[config.mk]
export PLATFORM = sky130hd
export DESIGN_NAME = ecam_mul
export DESIGN_NICKNAME = d
export VERILOG_FILES = /design/src/sv/ecam_pkg.sv /design/src/sv/ecam_mul.sv
export SDC_FILE = /design/constraint.sdc
export NUM_CORES = 2
export LEC_CHECK = 0
export BUFFER_PORTS_ARGS = -buffer_cell sky130_fd_sc_hd__clkbuf_2
export CAP_MARGIN = 0
export CORE_MARGIN = 4
export CORE_UTILIZATION = 25
export DETAILED_ROUTE_END_ITERATION = 16
export PLACE_DENSITY = 0.46
export SLEW_MARGIN = 40
export SYNTH_ARGS = -nofsm -noshare
export SYNTH_HDL_FRONTEND = slang
export SYNTH_SLANG_ARGS = --single-unit
[constraint.sdc]
create_clock -name clk -period 9.7 [get_ports clk]
set_clock_uncertainty 0.2 [all_clocks]
set_input_delay 0 -clock clk [delete_from_list [all_inputs] [get_ports clk]]
set_output_delay 0 -clock clk [all_outputs]
set_load 0.02 [all_outputs]
[src/sv/ecam_pkg.sv]
// Package: shared types, constants and arithmetic helpers for the camera orientation block
`default_nettype none
package ecam_pkg;

  localparam int YAW_FULL    = 23040;
  localparam int YAW_QUARTER = 5760;
  localparam int PITCH_LIMIT = 5696;
  localparam int FOV_MIN     = 64;
  localparam int FOV_MAX     = 2880;
  localparam int YAW_RESET   = 17280;
  localparam int UNIT_Q14    = 16384;
  localparam int RAD_PER_UNIT = 292818;  // radians per 1/64 degree in Q30

  localparam int CFG_IDX_W = 4;
  localparam logic [CFG_IDX_W-1:0] CFG_SENSITIVITY = 4'd0;
  localparam logic [CFG_IDX_W-1:0] CFG_UPDATE      = 4'd1;
  localparam logic [15:0] SENS_RESET = 16'd6554;

  localparam logic CMD_MOVE   = 1'b0;
  localparam logic CMD_SCROLL = 1'b1;

  localparam logic FN_SIN = 1'b0;
  localparam logic FN_COS = 1'b1;

  typedef logic signed [32:0] mop_t;   // multiplier operand
  typedef logic signed [65:0] prod_t;  // multiplier product
  typedef logic signed [15:0] comp_t;  // Q1.14 component

  localparam mop_t Q30_ONE = 33'sd1073741824;

  typedef enum logic [4:0] {
    ST_IDLE, ST_SCALE_X, ST_SCALE_Y, ST_PITCH, ST_YAW_RED,
    ST_ANG_LOAD, ST_QUAD, ST_XMUL, ST_X2MUL, ST_X2CAP,
    ST_HMUL, ST_HDIV, ST_HCOR, ST_HFIN, ST_SXMUL, ST_SXCAP,
    ST_PROD, ST_BASIS, ST_DONE
  } seq_state_t;

  typedef struct packed {
    logic             start;
    logic             command;
    logic signed [15:0] delta_x;
    logic signed [15:0] delta_y;
    logic             out_free;
  } ecam_req_t;

  typedef struct packed {
    logic idle;
    logic done;
  } ecam_stat_t;

  // one Horner step: divisor, reciprocal and shift select
  typedef struct packed {
    logic [7:0]  d;
    logic [31:0] magic;
    logic        short_sh;  // shift 32 instead of 34
    logic        last;
  } hstep_t;

  function automatic hstep_t hstep(input logic fn, input logic [2:0] k);
    hstep_t h;
    h = '{d: 8'd0, magic: 32'd0, short_sh: 1'b0, last: 1'b0};
    if (fn == FN_SIN) begin
      case (k)
        3'd0: h = '{d: 8'd110, magic: 32'd156180628,  short_sh: 1'b0, last: 1'b0};
        3'd1: h = '{d: 8'd72,  magic: 32'd238609294,  short_sh: 1'b0, last: 1'b0};
        3'd2: h = '{d: 8'd42,  magic: 32'd409044504,  short_sh: 1'b0, last: 1'b0};
        3'd3: h = '{d: 8'd20,  magic: 32'd858993459,  short_sh: 1'b0, last: 1'b0};
        3'd4: h = '{d: 8'd6,   magic: 32'd2863311530, short_sh: 1'b0, last: 1'b1};
        default: h = '{d: 8'd6, magic: 32'd2863311530, short_sh: 1'b0, last: 1'b1};
      endcase
    end else begin
      case (k)
        3'd0: h = '{d: 8'd132, magic: 32'd130150524,  short_sh: 1'b0, last: 1'b0};
        3'd1: h = '{d: 8'd90,  magic: 32'd190887435,  short_sh: 1'b0, last: 1'b0};
        3'd2: h = '{d: 8'd56,  magic: 32'd306783378,  short_sh: 1'b0, last: 1'b0};
        3'd3: h = '{d: 8'd30,  magic: 32'd572662306,  short_sh: 1'b0, last: 1'b0};
        3'd4: h = '{d: 8'd12,  magic: 32'd1431655765, short_sh: 1'b0, last: 1'b0};
        3'd5: h = '{d: 8'd2,   magic: 32'd2147483648, short_sh: 1'b1, last: 1'b1};
        default: h = '{d: 8'd2, magic: 32'd2147483648, short_sh: 1'b1, last: 1'b1};
      endcase
    end
    return h;
  endfunction

  // Q30 product scaled back, truncated toward zero
  function automatic mop_t qtrunc(input prod_t p);
    prod_t adj;
    adj = p;
    if (p < 0) adj = p + 66'sd1073741823;
    return mop_t'(adj >>> 30);
  endfunction

  // Q30 to Q14, round half away from zero, clamp to one
  function automatic comp_t to_q14(input mop_t v);
    logic [33:0] mag;
    logic [33:0] rnd;
    logic [14:0] r;
    mag = (v < 0) ? 34'(-35'(v)) : 34'(v);
    rnd = (mag + 34'd32768) >> 16;
    r = (rnd > 34'(UNIT_Q14)) ? 15'(UNIT_Q14) : rnd[14:0];
    return (v < 0) ? -comp_t'({1'b0, r}) : comp_t'({1'b0, r});
  endfunction

endpackage
`default_nettype wire

[src/sv/ecam_mul.sv]
// Shared signed multiplier with registered product
`default_nettype none
module ecam_mul
  import ecam_pkg::*;
(
  input  wire logic  clk,
  input  wire mop_t  a,
  input  wire mop_t  b,
  output prod_t      p_r
);

  always_ff @(posedge clk) begin
    p_r <= a * b;
  end

endmodule
`default_nettype wire

**After elaboration in Yosys (flattened, before gate mapping)**

Cells that the tools add are included.

- Bits in registers: 66
- Bits in latches: 0
- Bits in writable memories: 0
- ROM bits: 0
- Input bits: 67
- Output and inout bits: 66
- Word-level logic and storage cells: 2
- Memories: 0

- Add/subtract/negate cells: 0
- Multipliers: 1
- Divide/modulo/power cells: 0
- $lt $le $gt $ge: 0
- Eq/ne operators: 0
- Shift operators: 0
- Mux-type cells: 0
- Bitwise operators: 0
- Reductions and logical operators: 0

Operator list:

| cell | number |
|---|---|
| $mul A33 B33 Y66 | 1 |

**Depth between registers and ports, before layout**

- Depth after elaboration: 1
- Depth in mapped cells: 27
- Depth with buffers taken out: 26

**Worst setup path before layout**

Ideal clock, no wire load.

- Path type: input to register
- Start point: input port a[32]
- End point: register p_r[62]
- Setup time: 0.079 ns
- Arrival: 7.157 ns
- Required time: 9.421 ns
- Path slack: 2.264 ns
- Cell stages on the path: 23
- Buffers on the path: 2
- Cell sequence: clkbuf_1 -> nand2_1 -> inv_1 -> fa_1 -> fa_1 -> fa_1 -> fa_1 -> fa_1 -> fa_1 -> fa_1 -> inv_1 -> fa_1 -> inv_1 -> ha_1 -> clkbuf_1 -> and3_1 -> nand3_1 -> nand2b_1 -> a2111oi_4 -> a211oi_4 -> a21o_2 -> a21o_1 -> a211oi_2

- Word-level cells in the longest chain between the ends: 1

Ends and longest elaborated chain:

| what | line | RTL |
|---|---|---|
| start, declared | ecam_mul.sv:7 | `input wire mop_t a,` |
| $mul A33 B33 Y66 | ecam_mul.sv:13 | `p_r <= a * b;` |
| end signal, assigned | ecam_mul.sv:13 |  |
| end, declared | ecam_mul.sv:9 | `output prod_t p_r` |

No other way between the ends.

**Final worst setup path**

- Start point: input port b[0]
- End point: register p_r[64]

- Word-level cells in the longest chain between the ends: 1

Ends and longest elaborated chain:

| what | line | RTL |
|---|---|---|
| start, declared | ecam_mul.sv:8 | `input wire mop_t b,` |
| $mul A33 B33 Y66 | ecam_mul.sv:13 |  |

No other way between the ends.

==> flow_summary.ini <==
[global_route]
antenna_found_initial = 22
grt_pass1_wl_um = 193800
grt_overflow = 0
grt_usage = 0.1507
grt_start_max_net_pins = 34
grt_pass1_vias = 31450

[critical_path]
cp-end-kind = register
crit_top_cell = fa_1
critPathCapture = p_r[64]
worstSetupPathType = in -> reg
startpoint = b[0]
crit_arrival_ns = 8.63
crit_path_max_incr_delay_ns = 0.93
cp.required_ns = 9.86
worstPathMaxFanout = 33
crit_chain = clkbuf_2 > nand2_1 > inv_1 > fa_1 > fa_1 > fa_1 > buf_4 > fa_1 > fa_1 > fa_1 > fa_1 > inv_1 > fa_1 > inv_1 > ha_1 > nand3_1 > nor2_1 > nand2_1 > nor3_4 > o311ai_4 > nand3_2 > a211oi_1 > a311oi_1
crit_family = adder cells
setup.worst_path.start_class = primary input
critPathBufInv = 5
slowest_stage = fa_1
cp.depth = 23

[floorplan]
start_util = 0.2525
die-area_sq_um = 169500
io_pins = 133
die_y_um = 411.7
design.core.area_sq_um = 161300
fp.dieW_um = 411.7
rows = 147

[place]
place_congestion = 0.8685
dpl.hpwl_um = 101800
dpl_worst_slack_ns = 0.5865
placedCellCount = 6461
numPortBuffers = 132

[yosys]
ys_ff_latch = 66
syn_nets = 5767
ys_seq_area_frac = 0.03244
ys_warn_count = 0
syn-cell-area_sq_um = 40730
synthCells = 4338
async_flop_share = 0
yosys.cell_types.count = 80
synth-main-ff-cell = dfxtp_1
syn_avg_cell_area_sq_um = 9.390
synth_top_area_share = 0.5627
synth_most_common_cell = fa_1
ys_top_cells_by_count = fa_1 (1145), inv_1 (1131), and2_1 (562)
yosys-top-cells-area = fa_1 (56%), inv_1 (10%), and2_1 (8.6%), ha_1 (6.7%), nand2_1 (5.1%)
synth_area_leader_cell = fa_1
synth_edf_count = 0

[timing]
fin_crit_sh = 0.8731
hold_viol = 1
rsz0062_at_grt = no
maxSlewHeadroom = 0.4429
report.final.slew_viol_count = 0
max_freq_mhz = 118.1
max_slew.worst_pin.slew_ns = 0.8356
final.setup.tns_ns = 0
timing.final.ws_setup_ns = 1.231
fin_crit_ns = 8.469
finalSetupViolCount = 0
hold_ws_ns = -0.003376

[cells_and_area]
drive_above_1_share = 0.05558
largest-register = p_r
largest_register_ffs = 66
final_nets = 5742
reg_top3 = p_r (66)
area_growth_syn_to_layout_pct = 8.401
finalNonFillerCells = 6491

[clock_tree]
clk_path_buf_depth = 2
clk_pin_slew_ns = 0.08
numCtsBuffers = 9
cts-hold-fix-buffers = 0
cts-resized-gates = 0
cts_sinks = 66
cts_setup_buffers = 0
root_buffer = clkbuf_16
h-tree-depth = 3
cts_tree = done

[route]
drtAntennaViolNets = 0
wirelength_um = 121700
vias_per_cell = 4.262
wl_per_cell_um = 18.75
first_pass_iters = 5
drc_errors = 0
detailedRoute.firstIterationViolations = 1401
vias = 27670

[run_status]
status = finished with violations
failed_checks = negative hold slack

[worst_hold_path]
hold_path_class = in -> reg

[run]
maxCapViolations = 0
==> cell usage in the layout, fill, tap and decap left out, drive strengths merged, types with 26 or more instances in the layout <==
| cell | synthesis | routed |
|---|---|---|
| nand2 | 551 | 551 |
| a21oi | 61 | 61 |
| dfxtp | 66 | 66 |
| buf | 13 | 59 |
| and2 | 563 | 563 |
| o21ai | 33 | 33 |
| xnor2 | 43 | 43 |
| fa | 1145 | 1145 |
| a21o | 38 | 38 |
| ha | 217 | 217 |
| clkbuf | 208 | 136 |
| nor2 | 68 | 68 |
| inv | 1131 | 1131 |
| nand3 | 26 | 26 |
==> kinds of logic (layout without fill, tap and decap cells) <==
| family | after synthesis | after routing | share of synthesized area |
|---|---|---|---|
| flip-flops | 66 | 66 | 0.03244 |
| XOR/XNOR | 68 | 68 | 0.01462 |
| AO/OA/AOI/OAI | 219 | 219 | 0.04067 |
| other | 0 | 13 | 0 |
| adder cells (fa/ha/maj) | 1362 | 1362 | 0.6294 |
| buffers and inverters | 1352 | 1332 | 0.1251 |
| AND/OR/NAND/NOR | 1271 | 1271 | 0.1578 |
==> worst min-delay path, cell delays in order <==
cell,delay [ns]
clkbuf_2,0.08
buf_4,0.23
and2_1,0.24
==> routing by layer <==
layer / vias up / part of all wire / GRT usage
met5: - / 0.00065 / 0
met4: 10 / 0.017 / 0.02757
met2: 513 / 0.50 / 0.2575
met3: 105 / 0.045 / 0.02172
met1: 14740 / 0.44 / 0.2044
li1: 12300 / - / -
==> final cells by class <==
cell class | instances | area (sq um)
Inverter | 1131 | 4245
Antenna cell | 13 | 32.53
Clock buffer | 10 | 239.0
Timing Repair Buffer | 185 | 1219
Multi-Input combinational cell | 2920 | 34330
Fill cell | 17310 | 117100
Tap cell | 2160 | 2703
Clock inverter | 6 | 66.31
Sequential cell | 66 | 1321
==> worst min path at each step <==
| stage | slack [ns] | start | cells after the start | to |
|---|---|---|---|---|
| 2_1_floorplan | -0.07 | a[0] | 1 | p_r[0] |
| 3_3_place_gp | 0.22 | p_r[22] | 1 | p_r[22] |
| 3_5_place_dp | 0.22 | p_r[22] | 1 | p_r[22] |
| 4_1_cts | 0.005 | a[0] | 3 | p_r[0] |
| 5_1_grt | 0.01 | a[0] | 3 | p_r[0] |
| 6_report | -0.003 | a[0] | 3 | p_r[0] |
==> metrics by stage <==
stage	util	instance area, sq um	hold slack (ns)
after floorplan	-	40730	-0.07271
after global placement	0.2704	43620	0.2155
after detailed placement	0.2714	43780	0.2169
after CTS	0.2733	44090	0.004934
after global routing	0.2736	44130	0.01492
final	0.2737	44160	-0.003376
Power is not shown: default switching activity piles up to over one toggle a cycle in this logic, so the estimate is an artifact.
