--- config.mk ---
export PLATFORM = sky130hd
export DESIGN_NAME = ecam_seq
export DESIGN_NICKNAME = d
export VERILOG_FILES = /design/src/sv/ecam_pkg.sv /design/src/sv/ecam_seq.sv
export SDC_FILE = /design/constraint.sdc
export NUM_CORES = 2
export LEC_CHECK = 0
export BUFFER_PORTS_ARGS = -buffer_cell sky130_fd_sc_hd__buf_2
export CAP_MARGIN = 10
export CELL_PAD_IN_SITES_DETAIL_PLACEMENT = 1
export CELL_PAD_IN_SITES_GLOBAL_PLACEMENT = 2
export CORE_MARGIN = 2
export CORE_UTILIZATION = 38
export CTS_BUF_LIST = sky130_fd_sc_hd__clkbuf_8 sky130_fd_sc_hd__clkbuf_16
export DETAILED_ROUTE_END_ITERATION = 10
export HOLD_SLACK_MARGIN = 0.08
export PLACE_DENSITY = 0.87
export SLEW_MARGIN = 10
export SYNTH_ARGS = -nofsm -noshare
export SYNTH_HDL_FRONTEND = slang
export SYNTH_SLANG_ARGS = --single-unit
--- constraint.sdc ---
create_clock -name clk -period 12.94 [get_ports clk]
set_input_delay 2.588 -clock clk [delete_from_list [all_inputs] [get_ports clk]]
set_output_delay 2.588 -clock clk [all_outputs]
set_load 0.05 [all_outputs]
--- src/sv/ecam_pkg.sv ---
// Package: shared types, constants and arithmetic helpers for the camera orientation block
`default_nettype none
package ecam_pkg;

  localparam int YAW_FULL    = 23040;
  localparam int YAW_QUARTER = 5760;
  localparam int PITCH_LIMIT = 5696;
  localparam int FOV_MIN     = 64;
  localparam int FOV_MAX     = 2880;
  localparam int YAW_RESET   = 17280;
  localparam int UNIT_Q14    = 16384;
  localparam int RAD_PER_UNIT = 292818;  // radians per 1/64 degree in Q30

  localparam int CFG_IDX_W = 4;
  localparam logic [CFG_IDX_W-1:0] CFG_SENSITIVITY = 4'd0;
  localparam logic [CFG_IDX_W-1:0] CFG_UPDATE      = 4'd1;
  localparam logic [15:0] SENS_RESET = 16'd6554;

  localparam logic CMD_MOVE   = 1'b0;
  localparam logic CMD_SCROLL = 1'b1;

  localparam logic FN_SIN = 1'b0;
  localparam logic FN_COS = 1'b1;

  typedef logic signed [32:0] mop_t;   // multiplier operand
  typedef logic signed [65:0] prod_t;  // multiplier product
  typedef logic signed [15:0] comp_t;  // Q1.14 component

  localparam mop_t Q30_ONE = 33'sd1073741824;

  typedef enum logic [4:0] {
    ST_IDLE, ST_SCALE_X, ST_SCALE_Y, ST_PITCH, ST_YAW_RED,
    ST_ANG_LOAD, ST_QUAD, ST_XMUL, ST_X2MUL, ST_X2CAP,
    ST_HMUL, ST_HDIV, ST_HCOR, ST_HFIN, ST_SXMUL, ST_SXCAP,
    ST_PROD, ST_BASIS, ST_DONE
  } seq_state_t;

  typedef struct packed {
    logic             start;
    logic             command;
    logic signed [15:0] delta_x;
    logic signed [15:0] delta_y;
    logic             out_free;
  } ecam_req_t;

  typedef struct packed {
    logic idle;
    logic done;
  } ecam_stat_t;

  // one Horner step: divisor, reciprocal and shift select
  typedef struct packed {
    logic [7:0]  d;
    logic [31:0] magic;
    logic        short_sh;  // shift 32 instead of 34
    logic        last;
  } hstep_t;

  function automatic hstep_t hstep(input logic fn, input logic [2:0] k);
    hstep_t h;
    h = '{d: 8'd0, magic: 32'd0, short_sh: 1'b0, last: 1'b0};
    if (fn == FN_SIN) begin
      case (k)
        3'd0: h = '{d: 8'd110, magic: 32'd156180628,  short_sh: 1'b0, last: 1'b0};
        3'd1: h = '{d: 8'd72,  magic: 32'd238609294,  short_sh: 1'b0, last: 1'b0};
        3'd2: h = '{d: 8'd42,  magic: 32'd409044504,  short_sh: 1'b0, last: 1'b0};
        3'd3: h = '{d: 8'd20,  magic: 32'd858993459,  short_sh: 1'b0, last: 1'b0};
        3'd4: h = '{d: 8'd6,   magic: 32'd2863311530, short_sh: 1'b0, last: 1'b1};
        default: h = '{d: 8'd6, magic: 32'd2863311530, short_sh: 1'b0, last: 1'b1};
      endcase
    end else begin
      case (k)
        3'd0: h = '{d: 8'd132, magic: 32'd130150524,  short_sh: 1'b0, last: 1'b0};
        3'd1: h = '{d: 8'd90,  magic: 32'd190887435,  short_sh: 1'b0, last: 1'b0};
        3'd2: h = '{d: 8'd56,  magic: 32'd306783378,  short_sh: 1'b0, last: 1'b0};
        3'd3: h = '{d: 8'd30,  magic: 32'd572662306,  short_sh: 1'b0, last: 1'b0};
        3'd4: h = '{d: 8'd12,  magic: 32'd1431655765, short_sh: 1'b0, last: 1'b0};
        3'd5: h = '{d: 8'd2,   magic: 32'd2147483648, short_sh: 1'b1, last: 1'b1};
        default: h = '{d: 8'd2, magic: 32'd2147483648, short_sh: 1'b1, last: 1'b1};
      endcase
    end
    return h;
  endfunction

  // Q30 product scaled back, truncated toward zero
  function automatic mop_t qtrunc(input prod_t p);
    prod_t adj;
    adj = p;
    if (p < 0) adj = p + 66'sd1073741823;
    return mop_t'(adj >>> 30);
  endfunction

  // Q30 to Q14, round half away from zero, clamp to one
  function automatic comp_t to_q14(input mop_t v);
    logic [33:0] mag;
    logic [33:0] rnd;
    logic [14:0] r;
    mag = (v < 0) ? 34'(-35'(v)) : 34'(v);
    rnd = (mag + 34'd32768) >> 16;
    r = (rnd > 34'(UNIT_Q14)) ? 15'(UNIT_Q14) : rnd[14:0];
    return (v < 0) ? -comp_t'({1'b0, r}) : comp_t'({1'b0, r});
  endfunction

endpackage
`default_nettype wire

--- src/sv/ecam_seq.sv ---
// Sequencer and datapath: angle update, series sin/cos and basis rebuild
`default_nettype none
module ecam_seq
  import ecam_pkg::*;
(
  input  wire logic       clk,
  input  wire logic       rst_n,
  input  wire ecam_req_t  req,
  input  wire logic [15:0] sens,
  input  wire logic       upd,
  input  wire prod_t      p_r,
  output mop_t            mul_a,
  output mop_t            mul_b,
  output ecam_stat_t      stat,
  output comp_t           basis [9],
  output logic [11:0]     fov
);

  seq_state_t state_r, state_nxt;

  logic signed [15:0] dx_r, dy_r;
  logic [14:0]        yaw_r;
  logic signed [13:0] pitch_r;
  logic [11:0]        fov_r;
  comp_t              basis_r [9];
  logic [16:0]        yred_r;
  logic               sel_r;      // 0 yaw, 1 pitch
  logic [14:0]        m_r;
  logic [1:0]         quad_r;
  mop_t               x_r, x2_r, acc_r, t_r, q0_r, sv_r;
  logic               fn_r;
  logic [2:0]         k_r;
  mop_t               sy_r, cy_r, sp_r, cp_r;
  mop_t               prod_r [4];
  logic [2:0]         j_r;

  hstep_t             hs;
  logic signed [17:0] scaled;
  logic signed [18:0] yaw_sum, pitch_sum;
  logic signed [13:0] pitch_new;
  logic signed [17:0] fov_sum;
  logic [11:0]        fov_new;
  logic signed [33:0] rem;
  mop_t               q_fin, cv, s_val, c_val, t_now, q0_now;
  prod_t              p_rnd;

  assign hs = hstep(fn_r, k_r);

  always_comb begin
    p_rnd   = p_r + 66'sd32768;
    scaled  = 18'(p_rnd >>> 16);
    yaw_sum = 19'(yaw_r) + 19'(scaled) + 19'(YAW_FULL * 2);
    pitch_sum = 19'(pitch_r) + 19'(scaled);
    if (pitch_sum > 19'(PITCH_LIMIT)) pitch_new = 14'(PITCH_LIMIT);
    else if (pitch_sum < -19'(PITCH_LIMIT)) pitch_new = -14'(PITCH_LIMIT);
    else pitch_new = pitch_sum[13:0];
    fov_sum = 18'(fov_r) - 18'(req.delta_y);
    if (fov_sum < 18'(FOV_MIN)) fov_new = 12'(FOV_MIN);
    else if (fov_sum > 18'(FOV_MAX)) fov_new = 12'(FOV_MAX);
    else fov_new = fov_sum[11:0];
    t_now  = qtrunc(p_r);
    q0_now = hs.short_sh ? mop_t'(p_r >>> 32) : mop_t'(p_r >>> 34);
    rem    = 34'(t_r) - 34'(p_r[32:0]);
    q_fin  = (rem >= 34'(hs.d)) ? q0_r + 33'sd1 : q0_r;
    cv     = Q30_ONE - q_fin;
    case (quad_r)
      2'd0: begin s_val = sv_r;  c_val = cv;    end
      2'd1: begin s_val = cv;    c_val = -sv_r; end
      2'd2: begin s_val = -sv_r; c_val = -cv;   end
      default: begin s_val = -cv; c_val = sv_r; end
    endcase
  end

  // next state
  always_comb begin
    state_nxt = state_r;
    case (state_r)
      ST_IDLE: begin
        if (req.start) state_nxt = (req.command == CMD_SCROLL) ? ST_DONE : ST_SCALE_X;
      end
      ST_SCALE_X: state_nxt = ST_SCALE_Y;
      ST_SCALE_Y: state_nxt = ST_PITCH;
      ST_PITCH:   state_nxt = ST_YAW_RED;
      ST_YAW_RED: begin
        if (yred_r < 17'(YAW_FULL)) state_nxt = upd ? ST_ANG_LOAD : ST_DONE;
      end
      ST_ANG_LOAD: state_nxt = ST_QUAD;
      ST_QUAD: begin
        if (m_r < 15'(YAW_QUARTER)) state_nxt = ST_XMUL;
      end
      ST_XMUL:  state_nxt = ST_X2MUL;
      ST_X2MUL: state_nxt = ST_X2CAP;
      ST_X2CAP: state_nxt = ST_HMUL;
      ST_HMUL:  state_nxt = ST_HDIV;
      ST_HDIV:  state_nxt = ST_HCOR;
      ST_HCOR:  state_nxt = ST_HFIN;
      ST_HFIN: begin
        if (!hs.last) state_nxt = ST_HMUL;
        else if (fn_r == FN_SIN) state_nxt = ST_SXMUL;
        else if (!sel_r) state_nxt = ST_ANG_LOAD;
        else state_nxt = ST_PROD;
      end
      ST_SXMUL: state_nxt = ST_SXCAP;
      ST_SXCAP: state_nxt = ST_HMUL;
      ST_PROD: begin
        if (j_r == 3'd4) state_nxt = ST_BASIS;
      end
      ST_BASIS: state_nxt = ST_DONE;
      ST_DONE: begin
        if (req.out_free) state_nxt = ST_IDLE;
      end
      default: state_nxt = ST_IDLE;
    endcase
  end

  // multiplier operands and status
  always_comb begin
    mul_a = '0;
    mul_b = '0;
    case (state_r)
      ST_SCALE_X: begin mul_a = 33'(dx_r); mul_b = 33'({1'b0, sens}); end
      ST_SCALE_Y: begin mul_a = 33'(dy_r); mul_b = 33'({1'b0, sens}); end
      ST_XMUL:    begin mul_a = 33'({1'b0, m_r}); mul_b = 33'(RAD_PER_UNIT); end
      ST_X2MUL:   begin mul_a = p_r[32:0]; mul_b = p_r[32:0]; end
      ST_HMUL:    begin mul_a = x2_r; mul_b = acc_r; end
      ST_HDIV:    begin mul_a = t_now; mul_b = 33'({1'b0, hs.magic}); end
      ST_HCOR:    begin mul_a = q0_now; mul_b = 33'({1'b0, hs.d}); end
      ST_SXMUL:   begin mul_a = x_r; mul_b = acc_r; end
      ST_PROD: begin
        case (j_r[1:0])
          2'd0: begin mul_a = cy_r; mul_b = cp_r; end
          2'd1: begin mul_a = sy_r; mul_b = cp_r; end
          2'd2: begin mul_a = cy_r; mul_b = sp_r; end
          default: begin mul_a = sy_r; mul_b = sp_r; end
        endcase
      end
      default: begin mul_a = '0; mul_b = '0; end
    endcase
    stat.idle = (state_r == ST_IDLE);
    stat.done = (state_r == ST_DONE) && req.out_free;
  end

  always_ff @(posedge clk) begin
    if (!rst_n) begin
      state_r <= ST_IDLE;
      yaw_r   <= 15'(YAW_RESET);
      pitch_r <= '0;
      fov_r   <= 12'(FOV_MAX);
      for (int i = 0; i < 9; i++) basis_r[i] <= '0;
      basis_r[2] <= -comp_t'(UNIT_Q14);
      basis_r[3] <= comp_t'(UNIT_Q14);
      basis_r[7] <= comp_t'(UNIT_Q14);
    end else begin
      state_r <= state_nxt;
      case (state_r)
        ST_IDLE: begin
          if (req.start) begin
            dx_r <= req.delta_x;
            dy_r <= req.delta_y;
            if (req.command == CMD_SCROLL) fov_r <= fov_new;
          end
        end
        ST_SCALE_Y: yred_r <= yaw_sum[16:0];
        ST_PITCH:   pitch_r <= pitch_new;
        ST_YAW_RED: begin
          if (yred_r >= 17'(YAW_FULL)) yred_r <= yred_r - 17'(YAW_FULL);
          else begin
            yaw_r <= yred_r[14:0];
            sel_r <= 1'b0;
          end
        end
        ST_ANG_LOAD: begin
          quad_r <= '0;
          if (!sel_r) m_r <= yaw_r;
          else if (pitch_r < 0) m_r <= 15'(16'(pitch_r) + 16'(YAW_FULL));
          else m_r <= 15'(pitch_r);
        end
        ST_QUAD: begin
          if (m_r >= 15'(YAW_QUARTER)) begin
            m_r    <= m_r - 15'(YAW_QUARTER);
            quad_r <= quad_r + 2'd1;
          end
        end
        ST_X2MUL: x_r <= p_r[32:0];
        ST_X2CAP: begin
          x2_r  <= mop_t'(p_r >>> 30);
          acc_r <= Q30_ONE;
          k_r   <= '0;
          fn_r  <= FN_SIN;
        end
        ST_HDIV: t_r  <= t_now;
        ST_HCOR: q0_r <= q0_now;
        ST_HFIN: begin
          acc_r <= cv;
          k_r   <= k_r + 3'd1;
          if (hs.last && fn_r == FN_COS) begin
            if (!sel_r) begin
              sy_r  <= s_val;
              cy_r  <= c_val;
              sel_r <= 1'b1;
            end else begin
              sp_r <= s_val;
              cp_r <= c_val;
              j_r  <= '0;
            end
          end
        end
        ST_SXCAP: begin
          sv_r  <= t_now;
          acc_r <= Q30_ONE;
          k_r   <= '0;
          fn_r  <= FN_COS;
        end
        ST_PROD: begin
          if (j_r != 3'd0) prod_r[2'(j_r - 3'd1)] <= t_now;
          j_r <= j_r + 3'd1;
        end
        ST_BASIS: begin
          basis_r[0] <= to_q14(prod_r[0]);
          basis_r[1] <= to_q14(sp_r);
          basis_r[2] <= to_q14(prod_r[1]);
          basis_r[3] <= to_q14(-sy_r);
          basis_r[4] <= '0;
          basis_r[5] <= to_q14(cy_r);
          basis_r[6] <= to_q14(-prod_r[2]);
          basis_r[7] <= to_q14(cp_r);
          basis_r[8] <= to_q14(-prod_r[3]);
        end
        default: ;
      endcase
    end
  end

  assign basis = basis_r;
  assign fov   = fov_r;

endmodule
`default_nettype wire

Word-level counts from Yosys, hierarchy flattened
Memory sizes are Yosys's and may differ from the RTL's.
Index checks and enable logic that the tools add are counted.
Word-level totals
  output and inout port bits: 224
  logic and storage cells: 250
  register bits after elaboration: 578
  memories kept: 1
  input bits: 120
  RAM bits: 132
Memories
  prod_r: words 4, bits a word 33, read ports 4, clocked after memory_dff 0, wr ports 1, RTL line ecam_seq.sv:34  | mop_t prod_r [4];
Operators by class
  bitwise operators: 2
  reductions and logical operators: 35
  $lt $le $gt $ge: 27
  equal/unequal tests: 37
  add/subtract/negate cells: 45
  muxes and demuxes: 72
Operators by type and width (number)
  case mux 33 bit (9 select lines): 1
  adder 34 x 16 -> 34 bit (second input constant): 8
  two-way mux 34 bit: 8
  negator 33 -> 34 bit: 8
  < comparator 33 x 1 -> 1 bit (second input constant): 8
  case mux 33 bit (7 select lines): 1
  case mux 42 bit (5 select lines): 1
  case mux 33 bit (3 select lines): 2
  two-way mux 15 bit: 11
  negator 33 bit: 5
  case mux 41 bit (4 select lines): 1
  > comparator 18 x 15 -> 1 bit (second input constant): 8
  two-way mux 33 bit: 4
  two-way mux 16 bit: 8
  negator 15 -> 16 bit: 8
  case mux 5 bit (18 select lines): 1
  < comparator 66 x 1 -> 1 bit (second input constant): 1
  case mux 33 bit (2 select lines): 1
  adder 63 x 31 -> 63 bit (second input constant): 1
  two-way mux 63 bit: 1
  two-way mux 5 bit: 10
  two-way mux 42 bit: 1
  == test 5 x 4 -> 1 bit (second input constant): 8
  adder 34 x 17 -> 34 bit (second input constant): 1
  other kinds (56): 111

Depth between registers and ports, before layout
An unclocked memory read counts as a cell.
  depth after elaboration: 9
  gate-level depth with buffers: 35
  mapped depth without buffers: 30

Worst setup path before layout
No wires, ideal clock.
  path type: input to register
  start: input rst_n
  end: register cy_r[0] (enable)
  path slack: 2.565 ns
  data required time: 12.287 ns
  setup time: 0.653 ns
  path buffers: 3
  stages: 5
  data arrival time: 9.722 ns
  path through: clkbuf_1 -> inv_1 -> clkbuf_1 -> clkbuf_1 -> nor4_1
Between the ends
  word-level cells in the longest chain between the ends: 1
RTL lines
  start, declared: RTL line ecam_seq.sv:7  | input wire logic rst_n,
  AND reduction 4 bit (no line)
  end signal, assigned: RTL line ecam_seq.sv:199  | cy_r <= c_val;
  end, declared: RTL line ecam_seq.sv:33  | mop_t sy_r, cy_r, sp_r, cp_r;
No other way between the ends.
A chain may end at the register's enable or synchronous reset.

Worst setup path in the final report
  start: input p_r[4]
  end: register cp_r[28], data pin
Between the ends
  word-level cells in the longest chain between the ends: 6
RTL lines
  start, declared: RTL line ecam_seq.sv:11  | input wire prod_t p_r,
  subtractor 33 x 33 -> 34 bit *: RTL line ecam_seq.sv:63  | rem = 34'(t_r) - 34'(p_r[32:0]);
  >= comparator 34 x 8 -> 1 bit *: RTL line ecam_seq.sv:64  | q_fin = (rem >= 34'(hs.d)) ? q0_r + 33'sd1 : q0_r;
  two-way mux 33 bit *: RTL line ecam_seq.sv:64
  subtractor 32 x 33 -> 33 bit *: RTL line ecam_seq.sv:65  | cv = Q30_ONE - q_fin;
  negator 33 bit: RTL line ecam_seq.sv:69  | 2'd2: begin s_val = -sv_r; c_val = -cv; end
  case mux 33 bit (3 select lines) *: RTL line ecam_seq.sv:66  | case (quad_r)
  via c_val[28]: RTL line ecam_seq.sv:44  | mop_t q_fin, cv, s_val, c_val, t_now, q0_now;
  end signal, assigned: RTL line ecam_seq.sv:203  | cp_r <= c_val;
  end, declared: RTL line ecam_seq.sv:33
Mark *: on every way through the listed nets, which the timed path passes. The rest lies on a longest branch.

==> impl_metrics.sql <==
INSERT INTO impl_metrics (metric_group, metric, value, unit) VALUES
('run_status', 'outcome', 'finished, final reports clean', ''),
('synthesis', 'yosys.area_share.xor_xnor', '9.34', '%'),
('setup_path', 'worst_setup_path_end_kind', 'flop', ''),
('power', 'leakage', '21.4', 'nW'),
('synthesis', 'syn-mean-instance-area', '8.50', 'um^2'),
('synthesis', 'synth.distinct_cells', '93', ''),
('route', 'ant_nets', '0', ''),
('synthesis', 'sequential_fraction_of_the_synthesis_area', '37.7', '%'),
('setup_path', 'critPathSlowestCell', 'sky130_fd_sc_hd__nor3_1', ''),
('synthesis', 'ys_top_cells_by_area', 'sky130_fd_sc_hd__edfxtp_1 31%, sky130_fd_sc_hd__dfxtp_1 6.7%, sky130_fd_sc_hd__xnor2_1 6.3%, sky130_fd_sc_hd__nand2_1 5.2%, sky130_fd_sc_hd__a21oi_1 4.7%', ''),
('synthesis', 'post-synth-top-area-cell', 'sky130_fd_sc_hd__edfxtp_1', ''),
('route', 'post_drt_wl_per_cell', '28.9', 'um'),
('flow_run', 'drv.max_cap_violation_count', '0', ''),
('clocking', 'clock-root-buffer', 'sky130_fd_sc_hd__clkbuf_16', ''),
('layout', 'layout_commonest_cell', 'sky130_fd_sc_hd__nand2_1', ''),
('die', 'placeableCoreArea', '136000', 'um^2'),
('route', 'routed_wl', '236000', 'um'),
('setup_path', 'timing.critical_path.from_type', 'input port', ''),
('place', 'gp_congestion', '1.06', ''),
('place', 'dp.cells', '7990', ''),
('sta', 'timing.clock.skew', '40.1', 'ps'),
('synthesis', 'number_of_enable_flip_flop_cells_after_synthesis', '536', ''),
('clocking', 'cts.path.max_buffers', '3', ''),
('setup_path', 'cp.arrival', '11240', 'ps'),
('place', 'post-place-ws', '1750', 'ps'),
('die', 'rows', '135', ''),
('min_path', 'worst_hold_path_type', 'flop to flop', ''),
('clocking', 'cts.reportedPaths.clkPinSlew', '60', 'ps'),
('synthesis', 'yosys.area_share.adder', '3.78', '%'),
('setup_path', 'crit_fanout', '22', ''),
('sta', 'setup_total_negative_slack', '0', 'ps'),
('synthesis', 'yosysTopAreaCellShare', '31.0', '%'),
('global_routing', 'antenna_found_initial', '33', ''),
('sta', 'postLayoutSetupSlackWorst', '2210', 'ps'),
('power', 'total_power', '7.15', 'mW'),
('clocking', 'cts.hold.buffers_added', '0', ''),
('sta', 'final-max-slew-violation-count', '0', ''),
('synthesis', 'dominant_combinational_cell_family_by_area_after_synthesis', 'simple AND/OR/NAND/NOR gates', ''),
('route', 'drt_first_pass_iters', '6', ''),
('synthesis', 'synth.ff_latch_count', '710', ''),
('setup_path', 'required_worst_endpoint', '13460', 'ps'),
('die', 'start_util', '38.3', '%'),
('route', 'drt-initial-drc-count', '5753', ''),
('clocking', 'worst_skew_pair.late_latency', '740', 'ps'),
('synthesis', 'ys_warn_count', '0', ''),
('sta', 'whs', '451', 'ps'),
('place', 'place_area', '55600', 'um^2'),
('sta', 'timing.slew.headroom', '4.09', '%'),
('synthesis', 'mappedNetlistArea', '52000', 'um^2'),
('synthesis', 'async_flop_share', '0', '%'),
('layout', 'areaGrowthSynthToFinish', '13.1', '%'),
('layout', 'layout_common_cells', '716 x sky130_fd_sc_hd__nand2_1, 536 x sky130_fd_sc_hd__edfxtp_1, 489 x sky130_fd_sc_hd__a21oi_1', ''),
('synthesis', 'synth-simple-area-share', '22.7', '%'),
('die', 'io_pins', '344', ''),
('global_routing', 'global_route_wire_length_before_repair', '341000', 'um'),
('layout', 'final-instance-count-excl-fill', '8173', ''),
('power', 'ir_drop', '0.161', 'mV'),
('clocking', 'cts_htree_levels', '3', ''),
('global_routing', 'maximum_number_of_pins_on_one_net_before_global_route_repair', '86', ''),
('sta', 'period_utilization', '82.9', '%'),
('place', 'place.port_buffers', '327', ''),
('route', 'detail_route.drc_violations', '0', ''),
('synthesis', 'synth_area_in_compound_gates', '20.3', '%'),
('global_routing', 'grt.overflow.total', '0', ''),
('route', 'routed-via-count', '51282', ''),
('global_routing', 'first_global_vias', '49398', ''),
('clocking', 'cts.repair_timing.setup_buffer_count', '0', ''),
('layout', 'finalCoreUtilization', '43.3', '%'),
('setup_path', 'worst-setup-path-type', 'input port to flop', ''),
('die', 'die_y', '374', 'um'),
('layout', 'largest-register', 'prod_r', '');
metal layers:
layer / share of wire, % / up-vias / global-route usage (%)
met5: 0.094 / - / 0
met4: 7.5 / 2 / 20.4
met3: 8.8 / 501 / 6.67
met2: 44 / 2317 / 50.5
met1: 40 / 25449 / 41.8
li1: - / 23013 / -
critical path, delay by kind of cell:
family	cells	cell delay (ps)
adders and majority gates	3	860
buffers and inverters	4	640
xor gates and xnor gates	1	170
muxes	1	250
AOI/OAI and AO/OA	9	2490
and+or+nand+nor	11	4200
kinds of logic after synthesis:
group           count (synthesis)
simple gates                 2400
compound gates               1609
flops                         710
buf+inv                       594
xor+xnor                      554
fa+ha+maj                     156
mux                            92
other cells                     1
worst paths after layout:
path / startpoint / cells past startpoint / to / slack [ps]
worst min-delay path: basis[41] / 2 / basis[41] / 450
worst min register to register: basis[41] / 2 / basis[41] / 450
worst max register to register: k_r[2] / 27 / cp_r[28] / 2970
worst max-delay path: p_r[4] / 29 / cp_r[28] / 2210
synthesized netlist by cell type, types with 60 or more instances:
library cell,count
sky130_fd_sc_hd__a22oi_1,68
sky130_fd_sc_hd__nand2_1,718
sky130_fd_sc_hd__nand4_1,91
sky130_fd_sc_hd__o211ai_1,64
sky130_fd_sc_hd__a221oi_1,60
sky130_fd_sc_hd__clkbuf_1,312
sky130_fd_sc_hd__a211oi_1,68
sky130_fd_sc_hd__inv_1,221
sky130_fd_sc_hd__xor2_1,183
sky130_fd_sc_hd__nor4_1,126
sky130_fd_sc_hd__edfxtp_1,536
sky130_fd_sc_hd__ha_1,146
sky130_fd_sc_hd__dfxtp_1,174
sky130_fd_sc_hd__xnor2_1,371
sky130_fd_sc_hd__and3_1,83
sky130_fd_sc_hd__a31oi_1,61
sky130_fd_sc_hd__o21ai_0,300
sky130_fd_sc_hd__nand3_1,208
sky130_fd_sc_hd__mux2i_1,84
sky130_fd_sc_hd__or3_1,87
sky130_fd_sc_hd__a21oi_1,491
sky130_fd_sc_hd__nor3_1,205
sky130_fd_sc_hd__nor2_1,495
power by group:
| part | internal (mW) | switching [mW] | total, mW |
|---|---|---|---|
| sequential | 2.52 | 0.0730 | 2.60 |
| clock | 1.58 | 1.13 | 2.71 |
| combinational | 0.425 | 1.42 | 1.84 |
layout make-up:
class,count,area [um^2]
antenna,18,45.0
clock buffer,88,2200
clock inverter,77,927
fill,15996,76800
inverter,225,847
multi-input combinational,4827,30400
sequential,710,19600
tap,1781,2230
timing repair buffer,447,2540
(Power assumes the default switching activity.)
